File: config.mk
export PLATFORM = sky130hd
export DESIGN_NAME = lap_window
export DESIGN_NICKNAME = d
export VERILOG_FILES = /design/src/sv/lap_pkg.sv /design/src/sv/lap_window.sv
export SDC_FILE = /design/constraint.sdc
export NUM_CORES = 1
export LEC_CHECK = 0
export BUFFER_PORTS_ARGS = -buffer_cell sky130_fd_sc_hd__buf_4
export CORE_ASPECT_RATIO = 0.5
export CORE_MARGIN = 2
export CORE_UTILIZATION = 44
export DETAILED_ROUTE_END_ITERATION = 10
export MAX_ROUTING_LAYER = met4
export PLACE_DENSITY = 0.71
export SLEW_MARGIN = 20
export SYNTH_ARGS = -nofsm -noshare
export SYNTH_HDL_FRONTEND = slang
export SYNTH_SLANG_ARGS = --single-unit
File: constraint.sdc
create_clock -name i_clk -period 4.95 [get_ports i_clk]
set_input_delay 0.2475 -clock i_clk [delete_from_list [all_inputs] [get_ports i_clk]]
set_output_delay 0.2475 -clock i_clk [all_outputs]
set_load 0.02 [all_outputs]
File: src/sv/lap_pkg.sv
package lap_pkg;

    localparam int MAX_WIDTH  = 2048;
    localparam int MAX_HEIGHT = 2048;
    localparam int MIN_DIM    = 3;
    localparam int PIX_W      = 8;
    localparam int POS_W      = 11;
    localparam int DIM_W      = 12;
    localparam int LINE_W     = 2 * PIX_W;
    localparam int ADDR_W     = $clog2(MAX_WIDTH);
    localparam int SUM_W      = PIX_W + 4;
    localparam int CFG_IDX_W  = 1;

    localparam logic [DIM_W-1:0] WIDTH_RST  = DIM_W'(640);
    localparam logic [DIM_W-1:0] HEIGHT_RST = DIM_W'(480);
    localparam logic [DIM_W-1:0] DIM_LOW    = DIM_W'(MIN_DIM);
    localparam logic [DIM_W-1:0] WIDTH_HIGH = DIM_W'(MAX_WIDTH);
    localparam logic [DIM_W-1:0] HEIGHT_HIGH = DIM_W'(MAX_HEIGHT);
    localparam logic [PIX_W-1:0] LEVEL_MAX  = {PIX_W{1'b1}};

    typedef enum logic [CFG_IDX_W-1:0] {
        REG_IMAGE_WIDTH  = 1'b0,
        REG_IMAGE_HEIGHT = 1'b1
    } t_reg_idx;

    typedef logic [PIX_W-1:0] t_pix;

    typedef struct packed {
        logic [POS_W-1:0] col;
        logic [POS_W-1:0] row;
    } t_pos;

    typedef struct packed {
        logic [DIM_W-1:0] width;
        logic [DIM_W-1:0] height;
    } t_dims;

    function automatic logic [DIM_W-1:0] clamp_dim(input logic [DIM_W-1:0] v,
                                                   input logic [DIM_W-1:0] hi);
        logic [DIM_W-1:0] res;
        if (v < DIM_LOW) begin
            res = DIM_LOW;
        end else if (v > hi) begin
            res = hi;
        end else begin
            res = v;
        end
        return res;
    endfunction

endpackage

File: src/sv/lap_window.sv
module lap_window (
    input  logic          i_clk,
    input  logic          i_rst_n,
    input  logic          i_adv,
    input  lap_pkg::t_pix i_top,
    input  lap_pkg::t_pix i_mid,
    input  lap_pkg::t_pix i_bot,
    output lap_pkg::t_pix o_level
);
    import lap_pkg::*;

    // only the taps the kernel reads are kept: newest column of each line
    // plus the column before it on the middle line
    t_pix r_up, r_left, r_center, r_down;
    logic [SUM_W-1:0] sum;

    always_ff @(posedge i_clk) begin
        if (!i_rst_n) begin
            r_up     <= '0;
            r_left   <= '0;
            r_center <= '0;
            r_down   <= '0;
        end else if (i_adv) begin
            r_up     <= i_top;
            r_left   <= r_center;
            r_center <= i_mid;
            r_down   <= i_bot;
        end
    end

    // after the shift the centre is the old newest middle tap, right is i_mid
    assign sum = SUM_W'(r_up) + SUM_W'(r_left) + SUM_W'(i_mid) + SUM_W'(r_down)
               - (SUM_W'(r_center) << 2);

    always_comb begin
        priority if (sum[SUM_W-1]) begin
            o_level = '0;
        end else if (sum > SUM_W'(LEVEL_MAX)) begin
            o_level = LEVEL_MAX;
        end else begin
            o_level = sum[PIX_W-1:0];
        end
    end

endmodule

Word level (Yosys, flattened, before mapping)
Index checks and enable logic that the tools add are counted.
{ "totals": {"ff_bits": 32, "wordCells": 11, "inputBits": 27, "output_inout_bits": 8} }
{ "classes": {"add_sub_neg": 4, "muxes": 2, "magnitude_cmp": 1} }
{ "op_table": {"columns": ["operator", "count"], "rows": [
  ["8-bit 2-to-1 mux", 2],
  ["12-bit by 8-bit greater-than comparator with 1-bit output, second input constant", 1],
  ["11-bit by 10-bit subtractor with 12-bit output", 1],
  ["10-bit by 8-bit adder with 11-bit output", 1],
  ["9-bit by 8-bit adder with 10-bit output", 1],
  ["8-bit by 8-bit adder with 9-bit output", 1]
]} }

Longest topological paths before layout
Gate-level depths: netlist of run 1.
{ "logic_depth": {"depth_word": 7, "mapped_depth": 13, "ltp_nobuf": 13} }

Worst setup path after synthesis of run 1
Ideal clock, no wire load.
{ "synth_path": {"kind": "register to output", "start": "register r_center[1]", "end": "output port o_level[0]", "stages_incl_launch_ff": 13, "t_required_ns": 4.703, "setup_slack_ns": 1.013, "arrival_time_ns": 3.690, "path_buffers": 0, "cell_sequence": "dfxtp_1 -> inv_1 -> fa_1 -> fa_1 -> inv_1 -> fa_1 -> inv_1 -> ha_1 -> nor2b_4 -> o31a_1 -> o22ai_1 -> mux2_2 -> a41oi_1"} }
{ "synth_via": {"elab_chain_cells": 4} }
{ "synth_lines": {"columns": ["element", "line", "source"], "rows": [
  ["start, declared", "lap_window.sv:14", "t_pix r_up, r_left, r_center, r_down;"],
  ["start signal, assigned", "lap_window.sv:26", "r_center <= i_mid;"],
  ["11-bit by 10-bit subtractor with 12-bit output *", "lap_window.sv:33", "- (SUM_W'(r_center) << 2);"],
  ["12-bit by 8-bit greater-than comparator with 1-bit output", "lap_window.sv:38", "end else if (sum > SUM_W'(LEVEL_MAX)) begin"],
  ["8-bit 2-to-1 mux", "lap_window.sv:38", null],
  ["8-bit 2-to-1 mux *", "lap_window.sv:36", "priority if (sum[SUM_W-1]) begin"],
  ["end, declared", "lap_window.sv:8", "output lap_pkg::t_pix o_level"]
]} }
Mark *: on every way between the ends. The rest lies on a longest branch, timed or not.

Worst setup path after layout of run 1
{ "layout_path": {"start": "register r_center[1]", "end": "output port o_level[1]"} }
Same word-level chain as after synthesis.

==> results.toml, run 1 <==
[status]
outcome = "finished, final reports clean"

[final_layout]
area_growth_pct = 17.7
final_cell_area_mm2 = 0.00284
fin_nets = 342
nFillCells = 463
n_antenna_cell = 0
drive_above_1_share = 0.179
final_cells = 352

[clock_network]
cts_root_buf = "clkbuf_8"
post-cts-setup-buffers = 0
clockBufferDepth = 2
holdBufCountCts = 0
tritoncts = "built"
path_clk_slew_ns = 0.08
h-tree-depth = 2
ctsResizeCount = 0
clk_latency_ns = 0.30
cts_buffers = 5
cts.sinks = 32

[power_and_ir_drop]
leakage_nw = 1.37
peakVddDrop_uv = 160
p_per_area_mw_per_mm2 = 386
total_power_w = 0.00110

[critical_path]
end_kind = "primary output"
r2r_cells = 2
critical-path-slowest-cell = "fa_1"
startpoint = "r_center[1]"
cp_num_buf_inv = 4
path_max_fanout = 8
worstSetupPathDepth = 13
r2r_end = "r_center[7]"
max_stage_delay_ns = 0.51
cp.required_ns = 4.70
reg2reg_slack_ns = 4.24
crit_family = "adder cells"
start_kind = "flop"
critical_path.cell_chain = "inv_1 > fa_1 > fa_1 > inv_1 > fa_1 > inv_1 > ha_1 > nor2b_4 > o31a_1 > o22ai_1 > mux2_2 > a41oi_1 > buf_4"
crit_type = "reg2out"
arrival_ns = 4.17
timing.rr.start = "r_center[7]"

[hold_path]
min-delay-start = "i_top[3]"
hold_depth = 3
hold_class = "in2reg"
hold_end = "r_up[3]"

[timing]
slew_headroom = 0.641
finClkSkew_ns = 0.00534
setup_viol = 0
rsz0062_at_grt = "no"
tightest_slew_ns = 0.539
totalNegativeSetupSlack_ns = 0
period_share = 0.893
period_minus_slack_ns = 4.42
drv_slew = 0
fmax_ghz = 0.226
hold_viol_final = 0

[yosys]
yosysUniqueCellTypes = 35
seq_area_frac_synth = 0.265
syn_inst = 244
synthFlopType = "dfxtp_1"
synth_fp_nets = 308
synth_warnings = 0
yosys_register_bits = 32
syn_area_per_cell_um2 = 9.90
synthesis.area_mm2 = 0.00242
synth-edff-count = 0
synthArstFlopShare = 0

[global_route]
grt_pass1_vias = 1678
grt_pass1_wl_um = 7750
grt_usage = 0.171
antenna_found_initial = 0
gr-total-overflow = 0
grt_start_max_net_pins = 33

[route]
drt-wirelength-per-cell_um = 13.1
drt-total-wl_um = 4620
via_per_inst = 4.84
drc = 0
firstDrtPassIters = 4
drt_iter0_markers = 67
ant_nets = 0
num_vias = 1703

[floorplanning]
die_x_um = 109
rows = 19
die_h_um = 56.4
pin_count = 35
core_area_mm2 = 0.00540
start_util = 0.448
die_area_mm2 = 0.00614

[place]
post-dp-hpwl_um = 3630
gp_congestion = 0.824
place_area_mm2 = 0.00273
dp.cells = 344
port_buffers = 34

[job]
drv_cap = 0
-- state kept, by name, indices dropped and copies added (netlist names) --
register	cells
r_up	8
r_center	8
r_left	8
r_down	8
-- through the flow --
stage | util | hold slack (ns) | worst slack, ns
5_1_grt | 0.527 | 0.220 | 0.318
2_1_floorplan | - | 0.376 | 1.01
4_1_cts | 0.527 | 0.201 | 0.546
3_5_place_dp | 0.506 | 0.506 | 0.881
3_3_place_gp | 0.506 | 0.497 | 0.918
6_report | 0.527 | 0.204 | 0.529
-- area by class of cell --
class	count	area [um2]	share of cell area
well taps	73	91.3	0.0321
inverters	52	195	0.0686
repair buffers	34	255	0.0897
clock buffers	5	68.8	0.0242
clock inverters	3	42.5	0.0150
multi-input cells	153	1550	0.545
flip-flops and latches	32	641	0.225
-- Yosys cell counts (2+ instances only) --
cell | n | share of area
xor2_1 | 2 | 0.0073
nand2_1 | 2 | 0.0031
a21o_1 | 3 | 0.0093
a41oi_1 | 8 | 0.029
nor2b_1 | 34 | 0.088
dfxtp_1 | 32 | 0.27
buf_2 | 3 | 0.0062
o31a_1 | 2 | 0.0073
mux2i_1 | 33 | 0.14
a21oi_1 | 2 | 0.0041
inv_1 | 52 | 0.081
ha_1 | 15 | 0.078
a221o_1 | 2 | 0.0083
fa_1 | 22 | 0.18
nor2_1 | 7 | 0.011
clkbuf_1 | 4 | 0.0062
o21ai_0 | 3 | 0.0062
-- how the worst max path moves through the flow --
stage	endpoint	slack (ns)
after floorplan	o_level[0]	1.01
after global placement	o_level[0]	0.92
after detailed placement	o_level[5]	0.88
after CTS	o_level[6]	0.55
after global routing	o_level[6]	0.32
final	o_level[1]	0.53
-- routing by layer --
metal / part of all wire / vias to the layer above / global-route usage
met2: 0.40 / 36 / 0.239
met1: 0.55 / 801 / 0.246
met4: 0.019 / 0 / 0.0714
li1: - / 859 / -
met5: 0 / - / -
met3: 0.036 / 7 / 0.0256
-- worst reg2reg max path: cells and delay by family, from the launching register on --
kind | cells | cell delay (ns)
DFF | 1 | 0.42
and+or+nand+nor | 1 | 0.13
muxes | 1 | 0.10
-- cells in the final DEF (no fill, tap or decap), drive strengths merged, types with 2 or more instances in the layout --
cell     n
mux2i   33
clkbuf   5
nor2     7
a221o    2
a41oi    8
o31a     2
a21o     3
nand2    2
xor2     2
buf     34
and2     2
fa      22
dfxtp   32
a21oi    2
ha      15
o21ai    3
inv     52
nor2b   35
-- cell families after synthesis --
| group | count (synthesis) | share of synthesized area |
|---|---|---|
| and+or+nand+nor | 51 | 0.128 |
| muxes | 34 | 0.141 |
| AOI/OAI and AO/OA | 28 | 0.102 |
| xor gates and xnor gates | 3 | 0.0109 |
| DFF | 32 | 0.265 |
| buffers and inverters | 59 | 0.0932 |
| adders and majority gates | 37 | 0.260 |
-- where the power goes --
group / leakage [nW] / internal (W) / switching, W
Combinational: 1.05 / 0.000251 / 0.000308
Sequential: 0.263 / 0.000271 / 0.0000103
Clock: 0.0541 / 0.000149 / 0.000109
Total: 1.37 / 0.000671 / 0.000427
Power figures use the tool's default switching activity.
==> inputs of run 2 (changes only) <==
==> constraint.sdc (replaced) <==
create_clock -name i_clk -period 4.95 [get_ports i_clk]
set_input_delay 1.485 -clock i_clk [delete_from_list [all_inputs] [get_ports i_clk]]
set_output_delay 1.485 -clock i_clk [all_outputs]
set_load 0.02 [all_outputs]
==> run 2 against run 1 <==
  * The flow now finishes with violations (setup timing)
  * Clock skew is 0.0028 ns lower
  * Cell area up 17%
  * Sequential power about the same
  * Routed wire length increased by 7.1%
  * Clock power down 17%
  * Fmax fell by 30%
  * Power rose by 24%
  * First-iteration DRC count rose by 1.5%
  * Sequential cell count is the same
  * Setup slack got worse by 1.9 ns
==> results.toml, run 2 (synthesized netlist as in run 1, its figures left out) <==
[job]
drv_cap = 0

[critical_path]
end_kind = "primary output"
cp_num_buf_inv = 5
max_stage_delay_ns = 0.51
endpoint = "o_level[7]"
path_max_fanout = 8
arrival_ns = 4.84
critical-path-slowest-cell = "fa_1"
startpoint = "i_mid[4]"
timing.rr.start = "r_up[2]"
reg2reg_slack_ns = 4.19
r2r_end = "r_up[2]"
cp_common_cell = "fa_1"
cp.required_ns = 3.46
worstSetupPathDepth = 14
critical_path.cell_chain = "buf_6 > fa_1 > fa_1 > inv_2 > fa_1 > inv_2 > ha_4 > and2_4 > a221o_1 > o211a_1 > a211oi_4 > buf_12 > a41oi_2 > buf_4"
start_kind = "input pin"
crit_type = "in2out"
crit_family = "adder cells"
r2r_cells = 3

[route]
ant_nets = 0
drt_iter0_markers = 68
drc = 0
firstDrtPassIters = 4
via_per_inst = 4.74
drt-wirelength-per-cell_um = 12.7
num_vias = 1839
drt-total-wl_um = 4950

[timing]
rsz0062_at_grt = "yes"
tightest_slew_ns = 0.541
hold_viol_final = 0
hold_slack_ns = 0.523
finClkSkew_ns = 0.00252
slew_headroom = 0.639
drv_slew = 0
period_minus_slack_ns = 6.33
setup_viol = 8
period_share = 1.28
totalNegativeSetupSlack_ns = -10.89
fmax_ghz = 0.158
setup_slack_ns = -1.38

[final_layout]
final_common_cell = "buf_4"
final_cell_mix = "62 x buf_4, 46 x inv_1, 34 x nor2b_1"
n_antenna_cell = 0
fin_nets = 379
drive_above_1_share = 0.343
area_growth_pct = 38.1
nFillCells = 444

[floorplanning]
rows = 19
die_area_mm2 = 0.00614
pin_count = 35
die_h_um = 56.4
die_x_um = 109
core_area_mm2 = 0.00540
start_util = 0.448

[power_and_ir_drop]
clockPowerShare = 0.158
power_frac_comb = 0.636
p_per_area_mw_per_mm2 = 409
peakVddDrop_uv = 377
p_seq_frac = 0.206
switching_share = 0.377
p_switching_w = 0.000514
leakage_nw = 1.58
internal_power_w = 0.000849

[status]
outcome = "finished with violations"
violations = "setup timing"

[place]
gp_congestion = 0.782
post-place-ws_ns = -1.54
port_buffers = 34
post-dp-hpwl_um = 3960

[global_route]
grt_start_max_net_pins = 33
grt_pass1_vias = 1870
grt_pass1_wl_um = 8640
grt_usage = 0.186
gr-total-overflow = 0
antenna_found_initial = 0

[clock_network]
holdBufCountCts = 0
tritoncts = "built"
clk_latency_ns = 0.28
cts_buffers = 5
cts_root_buf = "clkbuf_8"
path_clk_slew_ns = 0.06
h-tree-depth = 2
clockBufferDepth = 2
cts.sinks = 32

[hold_path]
hold_class = "reg2reg"
## run 2: repair_timing
item	in CTS	in global routing
setup endpoints to repair	8	8
pin swaps	17	10
gates resized for setup	9	4
buffers inserted	1	1
## run 2: routing by layer
metal | GRT usage | vias up | share of wire
li1 | - | 935 | -
met1 | 0.260 | 868 | 0.53
met2 | 0.283 | 30 | 0.43
met3 | 0.0244 | 6 | 0.024
met4 | 0.0549 | 0 | 0.013
met5 | - | - | 0
## run 2: through the flow
step,cells,area [um2],total power (W),util
after floorplan,244,2560,0.000802,-
after global placement,379,3180,0.00110,0.589
after detailed placement,379,3180,0.00112,0.589
after CTS,387,3320,0.00137,0.615
after global routing,388,3340,0.00147,0.618
final,388,3340,0.00136,0.618
## run 2: area by class of cell
cell class                 instances  area, um2  share of cell area
timing repair buffer              71        597               0.179
tap                               73       91.3              0.0274
multi-input combinational        153       1720               0.514
clock buffer                       7       96.3              0.0289
sequential                        32        641               0.192
inverter                          52        195              0.0585
## run 2: power groups by stage
stage	registers, W	logic, W	clock network [W]
finish	0.000281	0.000867	0.000215
global route	0.000283	0.000955	0.000228
CTS	0.000281	0.000867	0.000221
detailed placement	0.000287	0.000833	0
global placement	0.000286	0.000816	0
floorplan	0.000285	0.000517	0
## run 2: worst min-delay path by stage
| stage | startpoint | end | slack (ns) | cells past startpoint |
|---|---|---|---|---|
| 6_report | r_down[7] | r_down[7] | 0.52 | 2 |
| 5_1_grt | r_down[3] | r_down[3] | 0.55 | 2 |
| 4_1_cts | r_down[7] | r_down[7] | 0.53 | 2 |
| 3_5_place_dp | r_down[3] | r_down[3] | 0.51 | 2 |
| 3_3_place_gp | r_left[1] | r_left[1] | 0.50 | 2 |
| 2_1_floorplan | r_down[1] | r_down[1] | 0.48 | 2 |
## run 2: worst min-delay path: cells and delay by family, from the launching register on
kind	cells	cell delay, ns
DFF	1	0.33
and+or+nand+nor	1	0.10
muxes	1	0.07
