[src/sv/lap_pkg.sv]
package lap_pkg;

    localparam int MAX_WIDTH  = 2048;
    localparam int MAX_HEIGHT = 2048;
    localparam int MIN_DIM    = 3;
    localparam int PIX_W      = 8;
    localparam int POS_W      = 11;
    localparam int DIM_W      = 12;
    localparam int LINE_W     = 2 * PIX_W;
    localparam int ADDR_W     = $clog2(MAX_WIDTH);
    localparam int SUM_W      = PIX_W + 4;
    localparam int CFG_IDX_W  = 1;

    localparam logic [DIM_W-1:0] WIDTH_RST  = DIM_W'(640);
    localparam logic [DIM_W-1:0] HEIGHT_RST = DIM_W'(480);
    localparam logic [DIM_W-1:0] DIM_LOW    = DIM_W'(MIN_DIM);
    localparam logic [DIM_W-1:0] WIDTH_HIGH = DIM_W'(MAX_WIDTH);
    localparam logic [DIM_W-1:0] HEIGHT_HIGH = DIM_W'(MAX_HEIGHT);
    localparam logic [PIX_W-1:0] LEVEL_MAX  = {PIX_W{1'b1}};

    typedef enum logic [CFG_IDX_W-1:0] {
        REG_IMAGE_WIDTH  = 1'b0,
        REG_IMAGE_HEIGHT = 1'b1
    } t_reg_idx;

    typedef logic [PIX_W-1:0] t_pix;

    typedef struct packed {
        logic [POS_W-1:0] col;
        logic [POS_W-1:0] row;
    } t_pos;

    typedef struct packed {
        logic [DIM_W-1:0] width;
        logic [DIM_W-1:0] height;
    } t_dims;

    function automatic logic [DIM_W-1:0] clamp_dim(input logic [DIM_W-1:0] v,
                                                   input logic [DIM_W-1:0] hi);
        logic [DIM_W-1:0] res;
        if (v < DIM_LOW) begin
            res = DIM_LOW;
        end else if (v > hi) begin
            res = hi;
        end else begin
            res = v;
        end
        return res;
    endfunction

endpackage

[src/sv/lap_if.sv]


interface lap_cfg_if;
    import lap_pkg::*;
    logic                 valid;
    logic                 ready;
    logic [CFG_IDX_W-1:0] index;
    logic [DIM_W-1:0]     data;
    modport source (output valid, output index, output data, input ready);
    modport sink   (input valid, input index, input data, output ready);
endinterface

[src/sv/lap_pos.sv]
module lap_pos (
    input  logic           i_clk,
    input  logic           i_rst_n,
    lap_cfg_if.sink        i_cfg,
    input  logic           i_adv,
    output lap_pkg::t_pos  o_pos,
    output lap_pkg::t_dims o_dims
);
    import lap_pkg::*;

    logic [DIM_W-1:0] r_image_width,  n_image_width;
    logic [DIM_W-1:0] r_image_height, n_image_height;
    logic [POS_W-1:0] r_col, n_col;
    logic [POS_W-1:0] r_row, n_row;
    logic [DIM_W-1:0] width_eff;
    logic [DIM_W-1:0] height_eff;
    logic [DIM_W-1:0] col_inc;
    logic [DIM_W-1:0] row_inc;

    assign i_cfg.ready = 1'b1;

    assign width_eff  = clamp_dim(r_image_width, WIDTH_HIGH);
    assign height_eff = clamp_dim(r_image_height, HEIGHT_HIGH);
    assign col_inc    = {1'b0, r_col} + DIM_W'(1);
    assign row_inc    = {1'b0, r_row} + DIM_W'(1);

    always_comb begin
        n_image_width  = r_image_width;
        n_image_height = r_image_height;
        if (i_cfg.valid) begin
            unique case (t_reg_idx'(i_cfg.index))
                REG_IMAGE_WIDTH:  n_image_width  = i_cfg.data;
                REG_IMAGE_HEIGHT: n_image_height = i_cfg.data;
            endcase
        end
    end

    // wrap column at line end, row at frame end
    always_comb begin
        n_col = r_col;
        n_row = r_row;
        if (i_adv) begin
            if (col_inc >= width_eff) begin
                n_col = '0;
                n_row = (row_inc >= height_eff) ? '0 : row_inc[POS_W-1:0];
            end else begin
                n_col = col_inc[POS_W-1:0];
            end
        end
    end

    always_ff @(posedge i_clk) begin
        if (!i_rst_n) begin
            r_image_width  <= WIDTH_RST;
            r_image_height <= HEIGHT_RST;
            r_col          <= '0;
            r_row          <= '0;
        end else begin
            r_image_width  <= n_image_width;
            r_image_height <= n_image_height;
            r_col          <= n_col;
            r_row          <= n_row;
        end
    end

    assign o_pos.col     = r_col;
    assign o_pos.row     = r_row;
    assign o_dims.width  = width_eff;
    assign o_dims.height = height_eff;

endmodule

[src/flat_wrapper.sv]
// flat-port wrapper written by rule: the top's interface ports become plain ports
module lap_pos_flat import lap_pkg::*;
  (i_clk, i_rst_n, i_adv, o_pos, o_dims, i_cfg_valid, i_cfg_index, i_cfg_data, i_cfg_ready);
  lap_cfg_if i_cfg_i ();
  input  logic i_clk;
  input  logic i_rst_n;
  input  logic i_adv;
  output lap_pkg::t_pos o_pos;
  output lap_pkg::t_dims o_dims;
  input wire logic [$bits(i_cfg_i.valid)-1:0] i_cfg_valid;
  input wire logic [$bits(i_cfg_i.index)-1:0] i_cfg_index;
  input wire logic [$bits(i_cfg_i.data)-1:0] i_cfg_data;
  output wire logic [$bits(i_cfg_i.ready)-1:0] i_cfg_ready;
  assign i_cfg_i.valid = i_cfg_valid;
  assign i_cfg_i.index = i_cfg_index;
  assign i_cfg_i.data = i_cfg_data;
  assign i_cfg_ready = i_cfg_i.ready;
  lap_pos u_core (.i_clk(i_clk), .i_rst_n(i_rst_n), .i_cfg(i_cfg_i), .i_adv(i_adv), .o_pos(o_pos), .o_dims(o_dims));
endmodule
[config.mk]
export PLATFORM = sky130hd
export DESIGN_NAME = lap_pos_flat
export DESIGN_NICKNAME = d
export VERILOG_FILES = /design/src/sv/lap_pkg.sv /design/src/sv/lap_if.sv /design/src/sv/lap_pos.sv /design/src/flat_wrapper.sv
export SDC_FILE = /design/constraint.sdc
export NUM_CORES = 1
export LEC_CHECK = 0
export BUFFER_PORTS_ARGS = -buffer_cell sky130_fd_sc_hd__buf_2
export CORE_MARGIN = 4
export CORE_UTILIZATION = 40
export CTS_CLUSTER_SIZE = 24
export DETAILED_ROUTE_END_ITERATION = 10
export PLACE_DENSITY = 0.69
export SLEW_MARGIN = 30
export SYNTH_ARGS = -nofsm -noshare
export SYNTH_HDL_FRONTEND = slang
export SYNTH_SLANG_ARGS = --single-unit
[constraint.sdc]
create_clock -name i_clk -period 4.25 [get_ports i_clk]
set_clock_uncertainty 0.1 [all_clocks]
set_input_delay 0.425 -clock i_clk [delete_from_list [all_inputs] [get_ports i_clk]]
set_output_delay 0.425 -clock i_clk [all_outputs]
set_load 0.005 [all_outputs]
Word-level counts from Yosys, hierarchy flattened
Index checks and enable logic that the tools add are counted.
Widths: inputs -> output; s select.

storage, ports and cells
  register bits after elaboration = 46
  input bits = 17
  output and inout bits = 47

operators by class
  add/sub/neg operators = 2
  magnitude comparators = 6
  mux-type cells = 6
  bitwise logic cells = 1
  reduce and logical (&&, ||, !) cells = 3

operators with widths
  kind                   number
  $mux 12                4
  $add 11x1->12 const B  2
  $ge 12x12->1           2
  $gt 12x12->1 const B   2
  $lt 12x2->1 const B    2
  $mux 11                2
  $reduce_and 2->1       3
  $not 1->1              1

Depth between registers and ports, before layout
Gate-level depths: netlist of run 1.

  depth after elaboration = 5
  gate-level depth with buffers = 13
  gate-level depth less buffers = 12

Least setup slack after synthesis of run 1
OpenSTA, ideal clock, no wires.

  path kind = reg-to-reg
  start = register u_core.r_col[0]
  end = register u_core.r_row[4]
  arrival time = 2932 ps
  setup slack = 1132 ps
  stages on the path, launching flop included = 13
  path buffers = 0
  period minus slack after synthesis = 3118 ps
  cells stage by stage = dfxtp_1 ha_1 and3_1 nand3_1 nor3_1 xnor2_1 ha_1 and4_1 nand4_1 o32ai_2 nor2_2 or3b_4 o31ai_2

on the way
  longest elaborated chain between the ends = 3

RTL lines
  element                     line           text
  from (decl)                 lap_pos.sv:13  logic [POS_W-1:0] r_col, n_col;
  from (signal assigned)      lap_pos.sv:61  r_col <= n_col;
  $add 11x1->12               lap_pos.sv:24  assign col_inc = {1'b0, r_col} + DIM_W'(1);
  $ge 12x12->1                lap_pos.sv:43  if (col_inc >= width_eff) begin
  $reduce_and 2->1 (no line)  n/a
  to (signal assigned)        lap_pos.sv:62  r_row <= n_row;
  to (decl)                   lap_pos.sv:14  logic [POS_W-1:0] r_row, n_row;

No other way between the ends.
A chain may end at the register's enable or synchronous reset.

Worst setup path after layout of run 1
Ends and elaborated chain as after synthesis.

==> flow_summary.toml, run 1 <==
[status]
status = "finished, final reports clean"

[clock_network]
clock_latency_ns = 0.31
holdBufCountCts = 0
ctsResizeCount = 0
clk_path_buf_depth = 2
clk_pin_slew_ns = 0.10
cts_tree = "yes"
clock-root-buffer = "clkbuf_8"
postCtsSetupBuffers = 0
cts.sinks = 46
cts.htree.levels = 2
cts_buffers = 5

[floorplan]
die-height_um = 92.6
core_area_um2 = 6870
core.rowCount = 30
initial_utilization = 0.417
pin_count = 64
die_w_um = 92.6
dieArea_um2 = 8570

[synth]
synth-edff-count = 0
synth_area_leaders = "dfxtp_1 32%, ha_1 11%, nand2_1 11%, a21oi_1 5.6%, inv_1 4.5%"
ys_seq_area_frac = 0.322
yosys_warnings = 0
synthCells = 376
yosys_register_bits = 46
synth_common_cells = "84 x nand2_1, 46 x dfxtp_1, 34 x inv_1"
synth_area_per_cell_um2 = 7.61
synth_most_common_cell = "nand2_1"
yosysTopAreaCellShare = 0.322
yosysUniqueCellTypes = 47
yosys.area.top_type = "dfxtp_1"
synth_flop_cell = "dfxtp_1"
synthArstFlopShare = 0
synth_area_um2 = 2860
synth_fp_nets = 419

[critical_path]
cp_slowest_cell = "or3b_4"
cp_max_fo = 12
path_buf_inv = 0
regToRegStartpoint = "u_core.r_col[0]$_SDFFE_PN0P_"
crit_path_end = "u_core.r_row[4]$_SDFFE_PN0P_"
cp_top_family = "simple AND/OR/NAND/NOR gates"
path_class = "reg2reg"
start_kind = "register"
worst-path-stages = 12
critPathRequiredTime_ns = 4.38
crit_top_cell = "ha_1"
worstSetupStartpoint = "u_core.r_col[0]$_SDFFE_PN0P_"
r2r_setup_slack_ns = 0.60
critical_path_arrival_ns = 3.78
r2r-end = "u_core.r_row[4]$_SDFFE_PN0P_"
path_cells = "ha_1, and3_1, nand3_1, nor3_1, xnor2_1, ha_1, and4_1, nand4_1, o32ai_2, nor2_2, or3b_4, o31ai_2"
cpPeakStageDelay_ns = 0.51
ff2ff_path_depth = 12
worst_setup_path_end_kind = "register"

[power_and_ir_drop]
combPwrFrac = 0.145
ir_drop_uv = 168
p_clk_frac = 0.341
p_int_w = 0.000620
power_leakage_nw = 1.60
switching_share = 0.302
seqPwrFrac = 0.515
powerDensity_nw_per_um2 = 267
p_sw_w = 0.000268

[global_route]
antenna_found_initial = 0
track_usage = 0.179
first_global_vias = 2686
grt_overflow = 0
grt_max_degree = 30
grt_pass1_wl_mm = 12.6

[routing]
drc = 0
ant_nets = 0
routed_via_density = 5.23
initialDrtViolationCount = 144
drt-pass1-iter-count = 5
routed_wl_mm = 7.30
wire_per_inst_um = 13.9
dr_total_vias = 2750

[placement]
port_buffers = 62
hpwl_mm = 5.68
gp_congestion = 0.796

[timing]
relSlewSlack = 0.435
fmax_mhz = 274
fin_crit_sh = 0.859
tightestPinTransition_ns = 0.842
timing.final.setup_violations = 0
grt_setup_unrepaired = "no"
finalCriticalPeriod_ns = 3.65
slew_violations = 0
hold_viol = 0
setup-tns-final_ns = 0

[finish]
drive_above_1_share = 0.186
area_growth_pct = 16.1
nets = 472
fin_util = 0.484
antenna-diode-count = 0
nFillCells = 710

[run]
cap_violations = 0

[worst_hold_path]
hold_path_class = "in2reg"
-- power groups by stage --
stage | Sequential (W) | Combinational [W] | Clock [W]
detailed placement | 0.000467 | 0.000129 | 0
global placement | 0.000466 | 0.000127 | 0
finish | 0.000457 | 0.000128 | 0.000303
floorplan | 0.000463 | 0.0000863 | 0
global route | 0.000460 | 0.000147 | 0.000331
CTS | 0.000457 | 0.000130 | 0.000309
-- placed cells by master (no fill, tap or decap), types with 4 or more instances in the layout --
master     n
nor3_1     6
a21oi_1   32
nand2_1   84
nor2b_1    4
o21ai_0    8
xor2_1     6
o2bb2a_1   4
dfxtp_1   46
clkbuf_8   5
nand3_1   25
inv_1     33
and3_1     4
a22o_1     5
xnor2_1   10
buf_2     62
nand4_1    5
nor4_1     5
o31ai_1    4
nor2_1    11
nand2b_1   9
ha_1      26
-- state kept, by name (all words and copies together), names as in the netlist --
| register | cells |
|---|---|
| u_core.r_col | 11 |
| u_core.r_row | 11 |
| u_core.r_image_width | 12 |
| u_core.r_image_height | 12 |
-- worst min-delay path, delay by kind of cell --
family        cells  cell delay (ns)
simple gates      2             0.11
buf+inv           1             0.10
-- stage by stage --
step | total power (W) | std cells | instance area, µm² | setup slack (ns) | hold slack, ns
2_1_floorplan | 0.000550 | 376 | 2860 | 1.13 | 0.349
3_3_place_gp | 0.000593 | 518 | 3230 | 0.784 | 0.362
3_5_place_dp | 0.000596 | 518 | 3230 | 0.653 | 0.366
4_1_cts | 0.000895 | 526 | 3320 | 0.621 | 0.243
5_1_grt | 0.000938 | 526 | 3320 | 0.285 | 0.240
6_report | 0.000888 | 526 | 3320 | 0.599 | 0.246
-- per-layer routing --
metal	part of all wire	wire length, µm	global-route usage	vias to the layer above
met5	0	0	0	-
met4	0.019	136	0.0619	0
met3	0.046	338	0.0357	12
met2	0.47	3400	0.290	68
met1	0.47	3420	0.237	1281
li1	-	-	-	1389
-- final cells by class --
cell class / instances / area (µm²) / share of cell area
Clock buffer: 5 / 68.8 / 0.0207
Clock inverter: 3 / 26.3 / 0.00791
Inverter: 34 / 128 / 0.0384
Multi-Input combinational cell: 279 / 1740 / 0.524
Sequential cell: 46 / 921 / 0.277
Tap cell: 96 / 120 / 0.0361
Timing Repair Buffer: 63 / 318 / 0.0956
-- cells by family after synthesis --
family,Yosys count,synth area share
flip-flops,46,0.322
buffers and inverters,51,0.0699
other,1,0.00131
AO/OA/AOI/OAI,74,0.181
XOR/XNOR,16,0.0489
adder cells (fa/ha/maj),26,0.114
AND/OR/NAND/NOR,162,0.264
-- worst min-delay path by stage --
stage	from	end	slack [ns]	cells past startpoint
6_report	i_cfg_data[7]	u_core.r_image_width[7]$_SDFFE_PN1P_	0.25	3
5_1_grt	i_cfg_data[4]	u_core.r_image_height[4]$_SDFFE_PN0P_	0.24	3
4_1_cts	i_cfg_data[0]	u_core.r_image_width[0]$_SDFFE_PN0P_	0.24	3
3_5_place_dp	u_core.r_image_width[8]$_SDFFE_PN0P_	u_core.r_image_width[8]$_SDFFE_PN0P_	0.37	2
3_3_place_gp	u_core.r_image_height[0]$_SDFFE_PN0P_	u_core.r_image_height[0]$_SDFFE_PN0P_	0.36	2
2_1_floorplan	u_core.r_image_height[4]$_SDFFE_PN0P_	u_core.r_image_height[4]$_SDFFE_PN0P_	0.35	2
(Power assumes the default switching activity.)
==> inputs of run 2 (changes only) <==
--- a/config.mk
+++ b/config.mk
@@ -6,11 +6,13 @@
 export NUM_CORES = 1
 export LEC_CHECK = 0
 export BUFFER_PORTS_ARGS = -buffer_cell sky130_fd_sc_hd__buf_2
+export CORE_ASPECT_RATIO = 0.75
 export CORE_MARGIN = 4
 export CORE_UTILIZATION = 40
 export CTS_CLUSTER_SIZE = 24
 export DETAILED_ROUTE_END_ITERATION = 10
-export PLACE_DENSITY = 0.69
+export PLACE_DENSITY = 0.61
+export SETUP_SLACK_MARGIN = 0.3
 export SLEW_MARGIN = 30
 export SYNTH_ARGS = -nofsm -noshare
 export SYNTH_HDL_FRONTEND = slang
==> flow_summary.toml, run 2 (synthesis gave the netlist of run 1 again) <==
[placement]
gp_congestion = 0.923
port_buffers = 62
hpwl_mm = 5.93
pre_cts_slack_ns = 0.718
place_area_um2 = 3230

[critical_path]
cp_slowest_cell = "or3b_4"
critical_path_arrival_ns = 3.70
cpPeakStageDelay_ns = 0.50
worst_setup_path_end_kind = "register"
path_cells = "ha_1, and3_1, nand3_1, nor3_1, xnor2_1, ha_1, and4_1, nand4_1, o32ai_2, nor2_2, or3b_4, o31ai_2"
critPathRequiredTime_ns = 4.37
crit_top_cell = "ha_1"
cp_top_family = "simple AND/OR/NAND/NOR gates"
path_class = "reg2reg"
start_kind = "register"
cp_max_fo = 12
path_buf_inv = 0

[timing]
tightestPinTransition_ns = 0.933
slew_violations = 0
worst_slack_ns = 0.666
fin_crit_sh = 0.843
relSlewSlack = 0.378
grt_setup_unrepaired = "no"
holdWs_ns = 0.274
finalCriticalPeriod_ns = 3.58
timing.final.setup_violations = 0
setup-tns-final_ns = 0
fmax_mhz = 279
hold_viol = 0

[clock_network]
postCtsSetupBuffers = 0
cts_tree = "yes"
cts_buffers = 5
clock-root-buffer = "clkbuf_8"
clock_latency_ns = 0.30
clk_pin_slew_ns = 0.09
cts.htree.levels = 2
clk_path_buf_depth = 2
ctsResizeCount = 0
cts.sinks = 46
holdBufCountCts = 0

[global_route]
antenna_found_initial = 0
top_usage_layer = "met2"
track_usage = 0.180
grt_overflow = 0
globalRouteMet1Util = 0.254
grt_max_degree = 30
grt_pass1_wl_mm = 12.7
first_global_vias = 2637
met2_usage = 0.284
grt_use_met3 = 0.0334

[floorplan]
die_w_um = 106
core.rowCount = 26
die-height_um = 81.3
dieArea_um2 = 8590
initial_utilization = 0.415
core_area_um2 = 6900
pin_count = 64

[finish]
drive_above_1_share = 0.182
final_cell_mix = "84 x nand2_1, 62 x buf_2, 46 x dfxtp_1, 34 x inv_1, 32 x a21oi_1"
nets = 472
design_area_um2 = 3310
layout_commonest_cell = "nand2_1"
antenna-diode-count = 0
area_growth_pct = 15.6
reg.largest.list = "u_core.r_image_height x12, u_core.r_image_width x12"

[routing]
drc = 0
routed_wl_mm = 7.59
drt-pass1-iter-count = 5
dr_total_vias = 2714
initialDrtViolationCount = 135
wire_per_inst_um = 14.4
ant_nets = 0
routed_via_density = 5.15

[status]
status = "finished, final reports clean"

[power_and_ir_drop]
p_total_w = 0.000848
ir_drop_uv = 151
powerDensity_nw_per_um2 = 256
power_leakage_nw = 1.59

[worst_hold_path]
hold_path_class = "in2reg"

[run]
cap_violations = 0
==> run 2: changes by cell type in the layout (fill, tap and decap cells not counted) <==
cell and delta:
clkbuf_1 +1, inv_1 +1, inv_6 -3, clkinv_1 -1, clkinvlp_4 +1
==> run 2: area by class of cell <==
type / instances / area [µm²]
well taps: 98 / 123
flip-flops and latches: 46 / 921
fillers: 713 / 3590
repair buffers: 63 / 318
clock inverters: 1 / 7.51
clock buffers: 6 / 72.6
multi-input cells: 279 / 1740
inverters: 34 / 128
==> run 2: path summary, 6_finish.rpt <==
check,slack (ns),endpoint,depth (start not counted),start
hold / removal,0.27,u_core.r_image_height[6]$_SDFFE_PN1P_,3,i_cfg_data[6]
setup reg to reg,0.67,u_core.r_row[9]$_SDFFE_PN0P_,12,u_core.r_col[0]$_SDFFE_PN0P_
hold reg to reg,0.38,u_core.r_image_width[5]$_SDFFE_PN0P_,2,u_core.r_image_width[5]$_SDFFE_PN0P_
setup / recovery,0.67,u_core.r_row[9]$_SDFFE_PN0P_,12,u_core.r_col[0]$_SDFFE_PN0P_
==> run 2: where the power goes <==
group	internal [W]	total (W)	switching, W
Clock	0.000113	0.000261	0.000148
Sequential	0.000444	0.000458	0.0000136
Combinational	0.0000529	0.000129	0.0000758
Total	0.000610	0.000848	0.000237
==> run 2: per-layer routing <==
layer / vias up / routed length [µm]
li1: 1383 / -
met2: 89 / 3250
met4: 0 / 100
met5: - / 0
met1: 1228 / 3790
met3: 14 / 447
==> run 2: worst register-to-register path, cell delays in order (launching register included) <==
cell and delay, ns:
dfxtp_1 0.43, ha_1 0.28, and3_1 0.23, nand3_1 0.15, nor3_1 0.26, xnor2_1 0.13
ha_1 0.32, and4_1 0.22, nand4_1 0.14, o32ai_2 0.36, nor2_2 0.18, or3b_4 0.50
o31ai_2 0.19
==> run 2: through the flow <==
step | instances | util
floorplan | 376 | -
global placement | 520 | 0.468
global route | 527 | 0.480
finish | 527 | 0.480
CTS | 527 | 0.480
detailed placement | 520 | 0.468
